`src/hw/rtl/bpc_pkg.sv`:
```
`timescale 1ns / 1ps
`default_nettype none
// ----------------------------------------------------------------------------
// bpc_pkg
// Shared types and constants of the button press classifier: register
// indexes, field widths and the stream payload layouts.
// ----------------------------------------------------------------------------
package bpc_pkg;

  localparam int unsigned TimeW   = 32;
  localparam int unsigned DurW    = 16;
  localparam int unsigned CountW  = 8;
  localparam int unsigned CfgIdxW = 3;
  localparam int unsigned CfgDatW = 16;
  localparam int unsigned InDatW  = 40;
  localparam int unsigned OutDatW = 8;

  localparam logic [CountW-1:0] CountMax = '1;

  typedef enum logic [CfgIdxW-1:0] {
    REG_ENABLED      = 3'd0,
    REG_ACTIVE_LOW   = 3'd1,
    REG_DEBOUNCE     = 3'd2,
    REG_LONG_TIME    = 3'd3,
    REG_MULTI_WINDOW = 3'd4,
    REG_MULTI_TARGET = 3'd5
  } cfg_reg_e;

  typedef struct packed {
    logic             ack_multi;
    logic             ack_long;
    logic             ack_short;
    logic [TimeW-1:0] now_ms;
    logic             raw_level;
  } tick_t;

  typedef struct packed {
    logic pressed_stable;
    logic multi_pending;
    logic long_pending;
    logic short_pending;
  } report_t;

endpackage : bpc_pkg
`default_nettype wire

```
`src/hw/rtl/button_press_classifier_top.sv`:
```
`timescale 1ns / 1ps
`default_nettype none
// ----------------------------------------------------------------------------
// button_press_classifier_top
// Debounces a sampled button level and classifies presses into short, long
// and multi-press events that latch until acknowledged.
// ----------------------------------------------------------------------------
//
// Channel   Dir  Transfer when                 Payload
// s_axis    in   s_axis_tvalid & s_axis_tready one tick: level, time, acks
// m_axis    out  m_axis_tvalid & m_axis_tready one report: three flags, state
// cfg       in   cfg_we_i high                 register index and value
//
// A tick transfer loads the tick register; from there it runs through the
// classifier logic into the report register once that register is empty or
// its report is being taken. A new tick is taken every cycle unless a stalled
// report has filled the pipe; the report register and the tick register
// form a two-entry pipe, so a stalled report holds one tick in the tick
// register before s_axis_tready drops. rst_ni clears all flags, timers and
// the pipe and loads the register defaults.
// ----------------------------------------------------------------------------
module button_press_classifier_top
  import bpc_pkg::*;
(
  input  wire logic               clk_i,
  input  wire logic               rst_ni,
  // tick in, from bit 0: raw_level, now_ms[31:0], ack_short, ack_long,
  // ack_multi, zero pad
  input  wire logic               s_axis_tvalid,
  output logic                    s_axis_tready,
  input  wire logic [InDatW-1:0]  s_axis_tdata,
  // report out, from bit 0: short_pending, long_pending, multi_pending,
  // pressed_stable, zero pad
  output logic                    m_axis_tvalid,
  input  wire logic               m_axis_tready,
  output logic [OutDatW-1:0]      m_axis_tdata,
  // configuration write port
  input  wire logic               cfg_we_i,
  input  wire logic [CfgIdxW-1:0] cfg_idx_i,
  input  wire logic [CfgDatW-1:0] cfg_wdata_i
);

  // Configuration registers.
  logic              enabled_q, active_low_q;
  logic [DurW-1:0]   debounce_q, long_time_q, window_q;
  logic [CountW-1:0] target_q;

  always_ff @(posedge clk_i or negedge rst_ni) begin
    if (!rst_ni) begin
      enabled_q    <= 1'b1;
      active_low_q <= 1'b1;
      debounce_q   <= DurW'(30);
      long_time_q  <= DurW'(1000);
      window_q     <= DurW'(400);
      target_q     <= CountW'(2);
    end else if (cfg_we_i) begin
      unique case (cfg_idx_i)
        REG_ENABLED:      enabled_q    <= cfg_wdata_i[0];
        REG_ACTIVE_LOW:   active_low_q <= cfg_wdata_i[0];
        REG_DEBOUNCE:     debounce_q   <= cfg_wdata_i;
        REG_LONG_TIME:    long_time_q  <= cfg_wdata_i;
        REG_MULTI_WINDOW: window_q     <= cfg_wdata_i;
        REG_MULTI_TARGET: target_q     <= cfg_wdata_i[CountW-1:0];
        default: ;
      endcase
    end
  end

  // Pipe control: tick register feeds the report register.
  logic    tick_vld_q, out_vld_q;
  tick_t   tick_q;
  report_t out_q;
  logic    advance;

  assign advance       = tick_vld_q && (!out_vld_q || m_axis_tready);
  assign s_axis_tready = !tick_vld_q || advance;

  always_ff @(posedge clk_i or negedge rst_ni) begin
    if (!rst_ni) begin
      tick_vld_q <= 1'b0;
      out_vld_q  <= 1'b0;
    end else begin
      if (s_axis_tready) tick_vld_q <= s_axis_tvalid;
      if (advance)                        out_vld_q <= 1'b1;
      else if (m_axis_tready)             out_vld_q <= 1'b0;
    end
  end

  always_ff @(posedge clk_i) begin
    if (s_axis_tready && s_axis_tvalid) tick_q <= tick_t'(s_axis_tdata[$bits(tick_t)-1:0]);
  end

  // Classifier state.
  logic              last_raw_q, stable_q, long_fired_q;
  logic              short_flag_q, long_flag_q, multi_flag_q;
  logic [TimeW-1:0]  last_chg_q, press_start_q, first_press_q;
  logic [CountW-1:0] count_q;

  logic              last_raw_d, stable_d, long_fired_d;
  logic              short_flag_d, long_flag_d, multi_flag_d;
  logic [TimeW-1:0]  last_chg_d, press_start_d, first_press_d;
  logic [CountW-1:0] count_d;
  report_t           report;

  logic              pressed, changed, deb_ok, trans, short_ev, multi_ev, long_ev;
  logic              first_now;
  logic [TimeW-1:0]  now, since_chg, since_start, since_first;
  logic [CountW-1:0] count_inc;

  always_comb begin
    now       = tick_q.now_ms;
    pressed   = active_low_q ? !tick_q.raw_level : tick_q.raw_level;
    changed   = pressed != last_raw_q;
    // A fresh level change restarts the debounce timer at zero.
    since_chg = changed ? '0 : now - last_chg_q;
    deb_ok    = since_chg >= TimeW'(debounce_q);
    trans     = deb_ok && (pressed != stable_q);
    short_ev  = trans && !pressed && !long_fired_q;

    // Short press: count it and open the window on the first one.
    first_now   = short_ev && (count_q == '0);
    since_first = first_now ? '0 : now - first_press_q;
    count_inc   = (short_ev && (count_q != CountMax)) ? count_q + CountW'(1) : count_q;
    multi_ev    = short_ev && (since_first <= TimeW'(window_q)) && (count_inc >= target_q);

    // Long press: timer restarts on a new stable press.
    since_start = (trans && pressed) ? '0 : now - press_start_q;

    last_raw_d    = pressed;
    last_chg_d    = changed ? now : last_chg_q;
    stable_d      = trans ? pressed : stable_q;
    press_start_d = (trans && pressed) ? now : press_start_q;
    long_fired_d  = (trans && pressed) ? 1'b0 : long_fired_q;

    long_ev       = stable_d && !long_fired_d && (since_start >= TimeW'(long_time_q));
    if (long_ev) long_fired_d = 1'b1;

    count_d       = count_inc;
    first_press_d = first_now ? now : first_press_q;
    // Drop the count on a multi or long event, or once the window is stale.
    if (multi_ev || long_ev || ((count_inc != '0) && (since_first > TimeW'(window_q)))) begin
      count_d       = '0;
      first_press_d = '0;
    end

    short_flag_d = short_flag_q || short_ev;
    long_flag_d  = long_flag_q || long_ev;
    multi_flag_d = multi_flag_q || multi_ev;

    // Disabled: hold all state, still report and acknowledge.
    if (!enabled_q) begin
      last_raw_d    = last_raw_q;
      last_chg_d    = last_chg_q;
      stable_d      = stable_q;
      press_start_d = press_start_q;
      long_fired_d  = long_fired_q;
      count_d       = count_q;
      first_press_d = first_press_q;
      short_flag_d  = short_flag_q;
      long_flag_d   = long_flag_q;
      multi_flag_d  = multi_flag_q;
    end

    report.short_pending  = short_flag_d;
    report.long_pending   = long_flag_d;
    report.multi_pending  = multi_flag_d;
    report.pressed_stable = stable_d;
  end

  always_ff @(posedge clk_i or negedge rst_ni) begin
    if (!rst_ni) begin
      last_raw_q    <= 1'b0;
      stable_q      <= 1'b0;
      long_fired_q  <= 1'b0;
      short_flag_q  <= 1'b0;
      long_flag_q   <= 1'b0;
      multi_flag_q  <= 1'b0;
      last_chg_q    <= '0;
      press_start_q <= '0;
      first_press_q <= '0;
      count_q       <= '0;
    end else if (advance) begin
      last_raw_q    <= last_raw_d;
      stable_q      <= stable_d;
      long_fired_q  <= long_fired_d;
      short_flag_q  <= short_flag_d && !tick_q.ack_short;
      long_flag_q   <= long_flag_d && !tick_q.ack_long;
      multi_flag_q  <= multi_flag_d && !tick_q.ack_multi;
      last_chg_q    <= last_chg_d;
      press_start_q <= press_start_d;
      first_press_q <= first_press_d;
      count_q       <= count_d;
    end
  end

  always_ff @(posedge clk_i) begin
    if (advance) out_q <= report;
  end

  assign m_axis_tvalid = out_vld_q;
  assign m_axis_tdata  = {{(OutDatW-$bits(report_t)){1'b0}}, out_q};

endmodule : button_press_classifier_top
`default_nettype wire

```
`config.mk`:
```
export PLATFORM = sky130hd
export DESIGN_NAME = button_press_classifier_top
export DESIGN_NICKNAME = d
export VERILOG_FILES = /design/src/hw/rtl/bpc_pkg.sv /design/src/hw/rtl/button_press_classifier_top.sv
export SDC_FILE = /design/constraint.sdc
export NUM_CORES = 1
export LEC_CHECK = 0
export BUFFER_PORTS_ARGS = -buffer_cell sky130_fd_sc_hd__buf_2
export CORE_MARGIN = 2
export CORE_UTILIZATION = 25
export CTS_BUF_LIST = sky130_fd_sc_hd__clkbuf_8 sky130_fd_sc_hd__clkbuf_16
export DETAILED_ROUTE_END_ITERATION = 7
export SLEW_MARGIN = 10
export SYNTH_ARGS = -nofsm -noshare
export SYNTH_HDL_FRONTEND = slang
export SYNTH_SLANG_ARGS = --single-unit
```
`constraint.sdc`:
```
create_clock -name clk_i -period 13.5 [get_ports clk_i]
set_input_delay 1.35 -clock clk_i [delete_from_list [all_inputs] [get_ports clk_i]]
set_output_delay 1.35 -clock clk_i [all_outputs]
set_load 0.05 [all_outputs]
```
; Yosys cells after proc, flatten, opt, wreduce, memory -nomap -nowiden
; Cells that the tools add are included.
[word_totals]
register_bits = 210
latchBits = 0
ram_bits = 0
rom_bits = 0
inputBits = 64
out_inout_bits = 10
word_cells = 108
mem_count = 0
[op_classes]
n_addsub = 4
n_mul = 0
div = 0
order_cmp = 5
eq_ne = 8
shift = 0
mux = 17
bitwise = 0
n_reduce_logical = 47
[ops]
columns = operator, count
row1 = $mux 32, 5
row2 = $sub 32x32->32, 3
row3 = $ge 32x16->1, 2
row4 = $gt 32x16->1, 1
row5 = $le 32x16->1, 1
row6 = $logic_and 1x1->1, 16
row7 = $mux 8, 2
row8 = $reduce_and 2->1, 7
row9 = $mux 1, 10
row10 = $logic_not 1->1, 9
row11 = $reduce_and 3->1, 3
row12 = $add 8x1->8 const B, 1
row13 = $ge 8x8->1, 1
row14 = $logic_not 8->1, 1
row15 = $ne 8x8->1 const B, 1
row16 = $reduce_bool 8->1, 1
row17 = $logic_or 1x1->1, 7
row18 = $eq 3x2->1 const B, 2
row19 = $eq 3x3->1 const B, 2
row20 = $reduce_bool 2->1, 2
row21 = $eq 3x1->1 const B, 1
row22 = $logic_not 3->1, 1
row23 = $ne 1x1->1, 2

; Depth between registers and ports, before layout
[logic_depth]
depth_word = 17
ltp_mapped = 42
depth_no_buf = 40

; Worst setup path before layout
; OpenSTA, ideal clock, no wires.
[synth_path]
path_type = register to register
from = register tick_q (netlist bit now[1])
to = register first_press_q[1]
setup_time_ps = 66
t_arrival_ps = 7511
t_required_ps = 13434
setup_slack_ps = 5923
path_stages_with_launch = 40
path_buffers = 2
period_less_slack_ps = 7577
path_cell_list = edfxtp_1 ha_1 nor2b_1 o2111ai_1 a21boi_1 o21ai_0 nand2b_1 a21o_1 a21o_2 a21boi_0 xor2_1 nor2_1 ha_1 a21oi_1 o21ai_0 and4b_1 o2111ai_1 o41ai_1 [... 4 more ...] or2_2 ha_1 nand2b_1 a21o_1 a21o_1 a21oi_1 o21ai_0 a21oi_1 o21ai_0 a21oi_1 o2111ai_1 a221o_1 or4_1 nor4_1 nor2_1 o31ai_4 buf_6 a22o_1
[synth_via]
elab_chain_cells = 15
elab_cells_between_ends = 33
classes_between = add/sub: 3 / order compare: 5 / mux: 8 / reduce/logical: 17
[synth_rtl]
columns = item, line_no
row1 = "start, declared", button_press_classifier_top.sv:71  ; tick_t tick_q;
row2 = "start signal, assigned", button_press_classifier_top.sv:90  ; if (s_axis_tready && s_axis_tvalid) tick_q <= tick_t'(s_axis_tdata[$bits(tick_t)-1:0]);
row3 = $sub 32x32->32, button_press_classifier_top.sv:115  ; since_chg = changed ? '0 : now - last_chg_q;
row4 = $mux 32, button_press_classifier_top.sv:115
row5 = $ge 32x16->1, button_press_classifier_top.sv:116  ; deb_ok = since_chg >= TimeW'(debounce_q);
row6 = $logic_and 1x1->1, button_press_classifier_top.sv:117  ; trans = deb_ok && (pressed != stable_q);
row7 = $logic_and 1x1->1 (2 in a row), button_press_classifier_top.sv:118  ; short_ev = trans && !pressed && !long_fired_q;
row8 = $logic_and 1x1->1, button_press_classifier_top.sv:121  ; first_now = short_ev && (count_q == '0);
row9 = $mux 32, button_press_classifier_top.sv:122  ; since_first = first_now ? '0 : now - first_press_q;
row10 = $le 32x16->1, button_press_classifier_top.sv:124  ; multi_ev = short_ev && (since_first <= TimeW'(window_q)) && (count_inc >= target_q);
row11 = $logic_and 1x1->1 (2 in a row), button_press_classifier_top.sv:124
row12 = $logic_or 1x1->1 (2 in a row), button_press_classifier_top.sv:141  ; if (multi_ev || long_ev || ((count_inc != '0) && (since_first > TimeW'(window_q)))) begin
row13 = $reduce_bool 2->1 (no source line), --
row14 = $reduce_and 3->1 (no source line), --
row15 = "end signal, assigned", button_press_classifier_top.sv:191  ; first_press_q <= first_press_d;
row16 = "end, declared", button_press_classifier_top.sv:96  ; logic [TimeW-1:0] last_chg_q, press_start_q, first_press_q;
; Parallel ways exist; a longest one is shown, timed or not. The select of a mux whose other input is x is not followed.
; A chain may end at the register's enable or synchronous reset.

; Final worst setup path
[layout_path]
from = register tick_q (netlist bit now[1])
to = register first_press_q[10]
; The elaborated chain is that of the path after synthesis.

==> metrics.cfg <==
[outcome]
status=completed

[synthesis]
seq_area_frac_synth_pct=36.80
netlist_area_um2=14880
synth.distinct_cells=91
synth-async-reset-ratio_pct=80.95
avgSynthCellArea_um2=9.276
syn_inst=1604
ys_ff_latch=210
ys_warn_count=0
synthFlopType=dfrtp_1
synth_edf_count=40

[critical_path]
r2r_end=first_press_q[10]
timing.reg2reg.setup_slack_ns=2.86
rr_worst_depth=40
cp-end-kind=register
arrival_ns=11.11
crit_family=compound AO/OA/AOI/OAI gates
r2r-start=now[1]
criticalPathCategory=register to register
cp.required_ns=13.98
crit_path_max_fanout=32
startpoint_type=register
slowest_delay_ns=0.89
cp_slowest_cell=nor4_1
worst-path-buf-inv=2

[clock_tree]
clk_latency_ns=0.55
cts_buffers=27
post_cts_resized=0
cts.sinks=210
cts_tree=done
cts_buffer_depth=3
cts_hold_buf=0
clockRootBuffer=clkbuf_16
htreeDepth=1
postCtsSetupRepairBufs=0
clkSlewWorstSetupHoldPaths_ns=0.06

[placed_design]
pre_cts_ws_ns=2.904
dp_hpwl_um=29440
globalplace.congestion=0.8415
post_dp_cell_area_um2=15970
placed_cells=2404
placement.io_buffers=65

[drt]
dr.pass1.iters=5
drtIter0Drc=811
num_vias=11900
antenna_left=0
wirelength_um=39280
viasPerCell=4.851
post-route-drc-count=0
post_drt_wl_per_cell_um=16.01

[finish]
multi_input_area_um2=8461
fin_nets=1878
utilization_pct=28.75
regArea_um2=5475
diodes=0
drive_above_1_share_pct=14.35
area_growth_pct=13.82
fillers=6185
stdcell_count=2453
final_area_um2=16930

[sta]
tightest_slew_ns=1.154
rsz0062_at_grt=no
max_freq_ghz=0.09402
period_share_pct=78.79
finalHoldViolCount=0
max-slew-margin-rel_pct=23.02
setup_viol=0
layout_setup_ws_ns=2.864
maxSlewViolCount=0
holdWs_ns=0.4319
fin_skew_ns=0.01478
fin_setup_tns_ns=0
fin_crit_ns=10.64

[floorplan]
ios=74
core-area_um2=58910
die_h_um=248.0
chipWidth_um=248.0
initial_utilization_pct=25.26
fp-row-count=89
dieArea_um2=61480

[global_routing]
grt.overflow.total=0
grt_use_total_pct=12.82
grt_max_degree=104
antenna_found_initial=0
grt_pass1_wl_um=62600
first_global_vias=11640

[pwr]
p_clk_share_pct=19.1
swShare_pct=43.23
p_sw_mw=1.777
combPwrFrac_pct=57.5
seqPwrFrac_pct=23.4
power_density_nw_per_um2=242.7
leakagePower_nw=7.532
total_power_mw=4.110
intPower_mw=2.334
vdd_drop_max_v=0.0001254

[min_path]
min_path_cells=1
hold_start=tick_q[33]
hold_class=register to register
holdPathEnd=short_flag_q

[job]
drv_cap=0

==> cells in the mapped netlist, types with 5 or more instances <==
cell type / count / share of area, %
a211o_1: 5 / 0.29
a211oi_1: 12 / 0.61
a21o_1: 54 / 2.7
a21oi_1: 96 / 3.2
a221oi_1: 8 / 0.47
a22o_1: 35 / 2.1
a31oi_1: 13 / 0.55
and2_1: 5 / 0.21
and3_1: 6 / 0.25
buf_4: 8 / 0.40
buf_6: 12 / 0.91
clkbuf_1: 30 / 0.76
dfrtp_1: 154 / 26
dfstp_2: 16 / 2.8
edfxtp_1: 40 / 8.1
ha_1: 151 / 13
inv_1: 173 / 4.4
mux2_2: 63 / 4.8
mux2i_1: 9 / 0.61
nand2_1: 136 / 3.4
nand2b_1: 27 / 1.1
nand3_1: 30 / 1.0
nand4_1: 22 / 0.93
nor2_1: 110 / 2.8
nor2b_1: 17 / 0.71
nor3_1: 20 / 0.67
nor4_1: 8 / 0.34
o2111ai_1: 6 / 0.35
o211ai_1: 7 / 0.35
o21a_1: 11 / 0.56
o21ai_0: 127 / 4.3
o21bai_1: 9 / 0.45
o41ai_1: 5 / 0.29
or2_2: 5 / 0.21
xnor2_1: 46 / 2.7
xor2_1: 31 / 1.8
==> state kept, by name, summed over array words and instances (netlist names) <==
signal / flops
target_q: 8
multi_flag_q: 1
tick_q: 4
last_chg_q: 32
window_q: 16
long_fired_q: 1
enabled_q: 1
count_q: 8
now: 32
m_axis_tdata: 4
stable_q: 1
tick_vld_q: 1
press_start_q: 32
m_axis_tvalid: 1
first_press_q: 32
debounce_q: 16
long_flag_q: 1
short_flag_q: 1
last_raw_q: 1
active_low_q: 1
long_time_q: 16
==> power groups by stage <==
stage / clock (mW) / sequential (mW) / combinational [mW]
after floorplan: 0 / 0.951 / 1.83
after global placement: 0 / 0.970 / 2.29
after detailed placement: 0 / 0.975 / 2.34
after CTS: 0.810 / 0.965 / 2.36
after global routing: 0.834 / 0.991 / 2.67
final: 0.784 / 0.963 / 2.36
==> worst reg2reg max path: cells and delay by family (launching register included) <==
kind / cells / cell delay [ns]
simple gates: 13 / 3.30
compound gates: 21 / 4.98
flops: 1 / 0.56
xor+xnor: 1 / 0.17
fa+ha+maj: 3 / 0.91
buf+inv: 2 / 0.64
==> cell type report <==
class                   count  share of cell area [%]
clock buffers              33                   4.478
flip-flops and latches    210                   32.33
multi-input cells        1172                   49.96
repair buffers             76                   2.446
clock inverters            16                   1.234
well taps                 773                   5.712
inverters                 173                   3.835
==> routing by layer <==
| layer | share of wire (%) | wire length (um) | up-vias | global-route usage, % |
|---|---|---|---|---|
| li1 | - | - | 5825 | - |
| met1 | 48 | 18960 | 5759 | 17.51 |
| met2 | 45 | 17870 | 257 | 21.26 |
| met3 | 3.7 | 1452 | 59 | 1.633 |
| met4 | 2.6 | 1005 | 0 | 3.381 |
| met5 | 0 | 0 | - | 0 |
==> cells by family (layout without fill, tap and decap cells) <==
| group | count (synthesis) | after routing | synth area share [%] |
|---|---|---|---|
| adder cells (fa/ha/maj) | 154 | 154 | 13.10 |
| other | 1 | 4 | 0.02520 |
| flip-flops | 210 | 210 | 36.80 |
| AO/OA/AOI/OAI | 445 | 445 | 19.99 |
| AND/OR/NAND/NOR | 419 | 419 | 13.60 |
| multiplexers | 73 | 73 | 5.450 |
| buffers and inverters | 225 | 298 | 6.501 |
| XOR/XNOR | 77 | 77 | 4.533 |
==> worst max path at each step <==
stage / endpoint / start / slack [ns] / cells after the start
final: first_press_q[10] / now[1] / 2.86 / 40
after global routing: first_press_q[8] / now[1] / 2.22 / 40
after CTS: first_press_q[10] / now[1] / 2.85 / 40
after detailed placement: first_press_q[0] / now[1] / 2.90 / 40
after global placement: first_press_q[31] / now[1] / 3.11 / 40
after floorplan: first_press_q[1] / now[1] / 5.92 / 39
==> placed cells by master (no fill, tap or decap), drive strengths merged, types with 11 or more instances in the layout <==
| cell type | Yosys | layout |
|---|---|---|
| a211oi | 14 | 14 |
| a21o | 58 | 58 |
| a21oi | 97 | 97 |
| a22o | 37 | 37 |
| a31oi | 13 | 13 |
| buf | 22 | 76 |
| clkbuf | 30 | 33 |
| dfrtp | 154 | 154 |
| dfstp | 16 | 16 |
| edfxtp | 40 | 40 |
| ha | 151 | 151 |
| inv | 173 | 177 |
| mux2 | 64 | 64 |
| nand2 | 136 | 136 |
| nand2b | 27 | 27 |
| nand3 | 32 | 32 |
| nand4 | 23 | 23 |
| nor2 | 110 | 110 |
| nor2b | 17 | 17 |
| nor3 | 20 | 20 |
| o21a | 11 | 11 |
| o21ai | 128 | 128 |
| xnor2 | 46 | 46 |
| xor2 | 31 | 31 |
No activity file was read; power rests on OpenSTA's default activity.
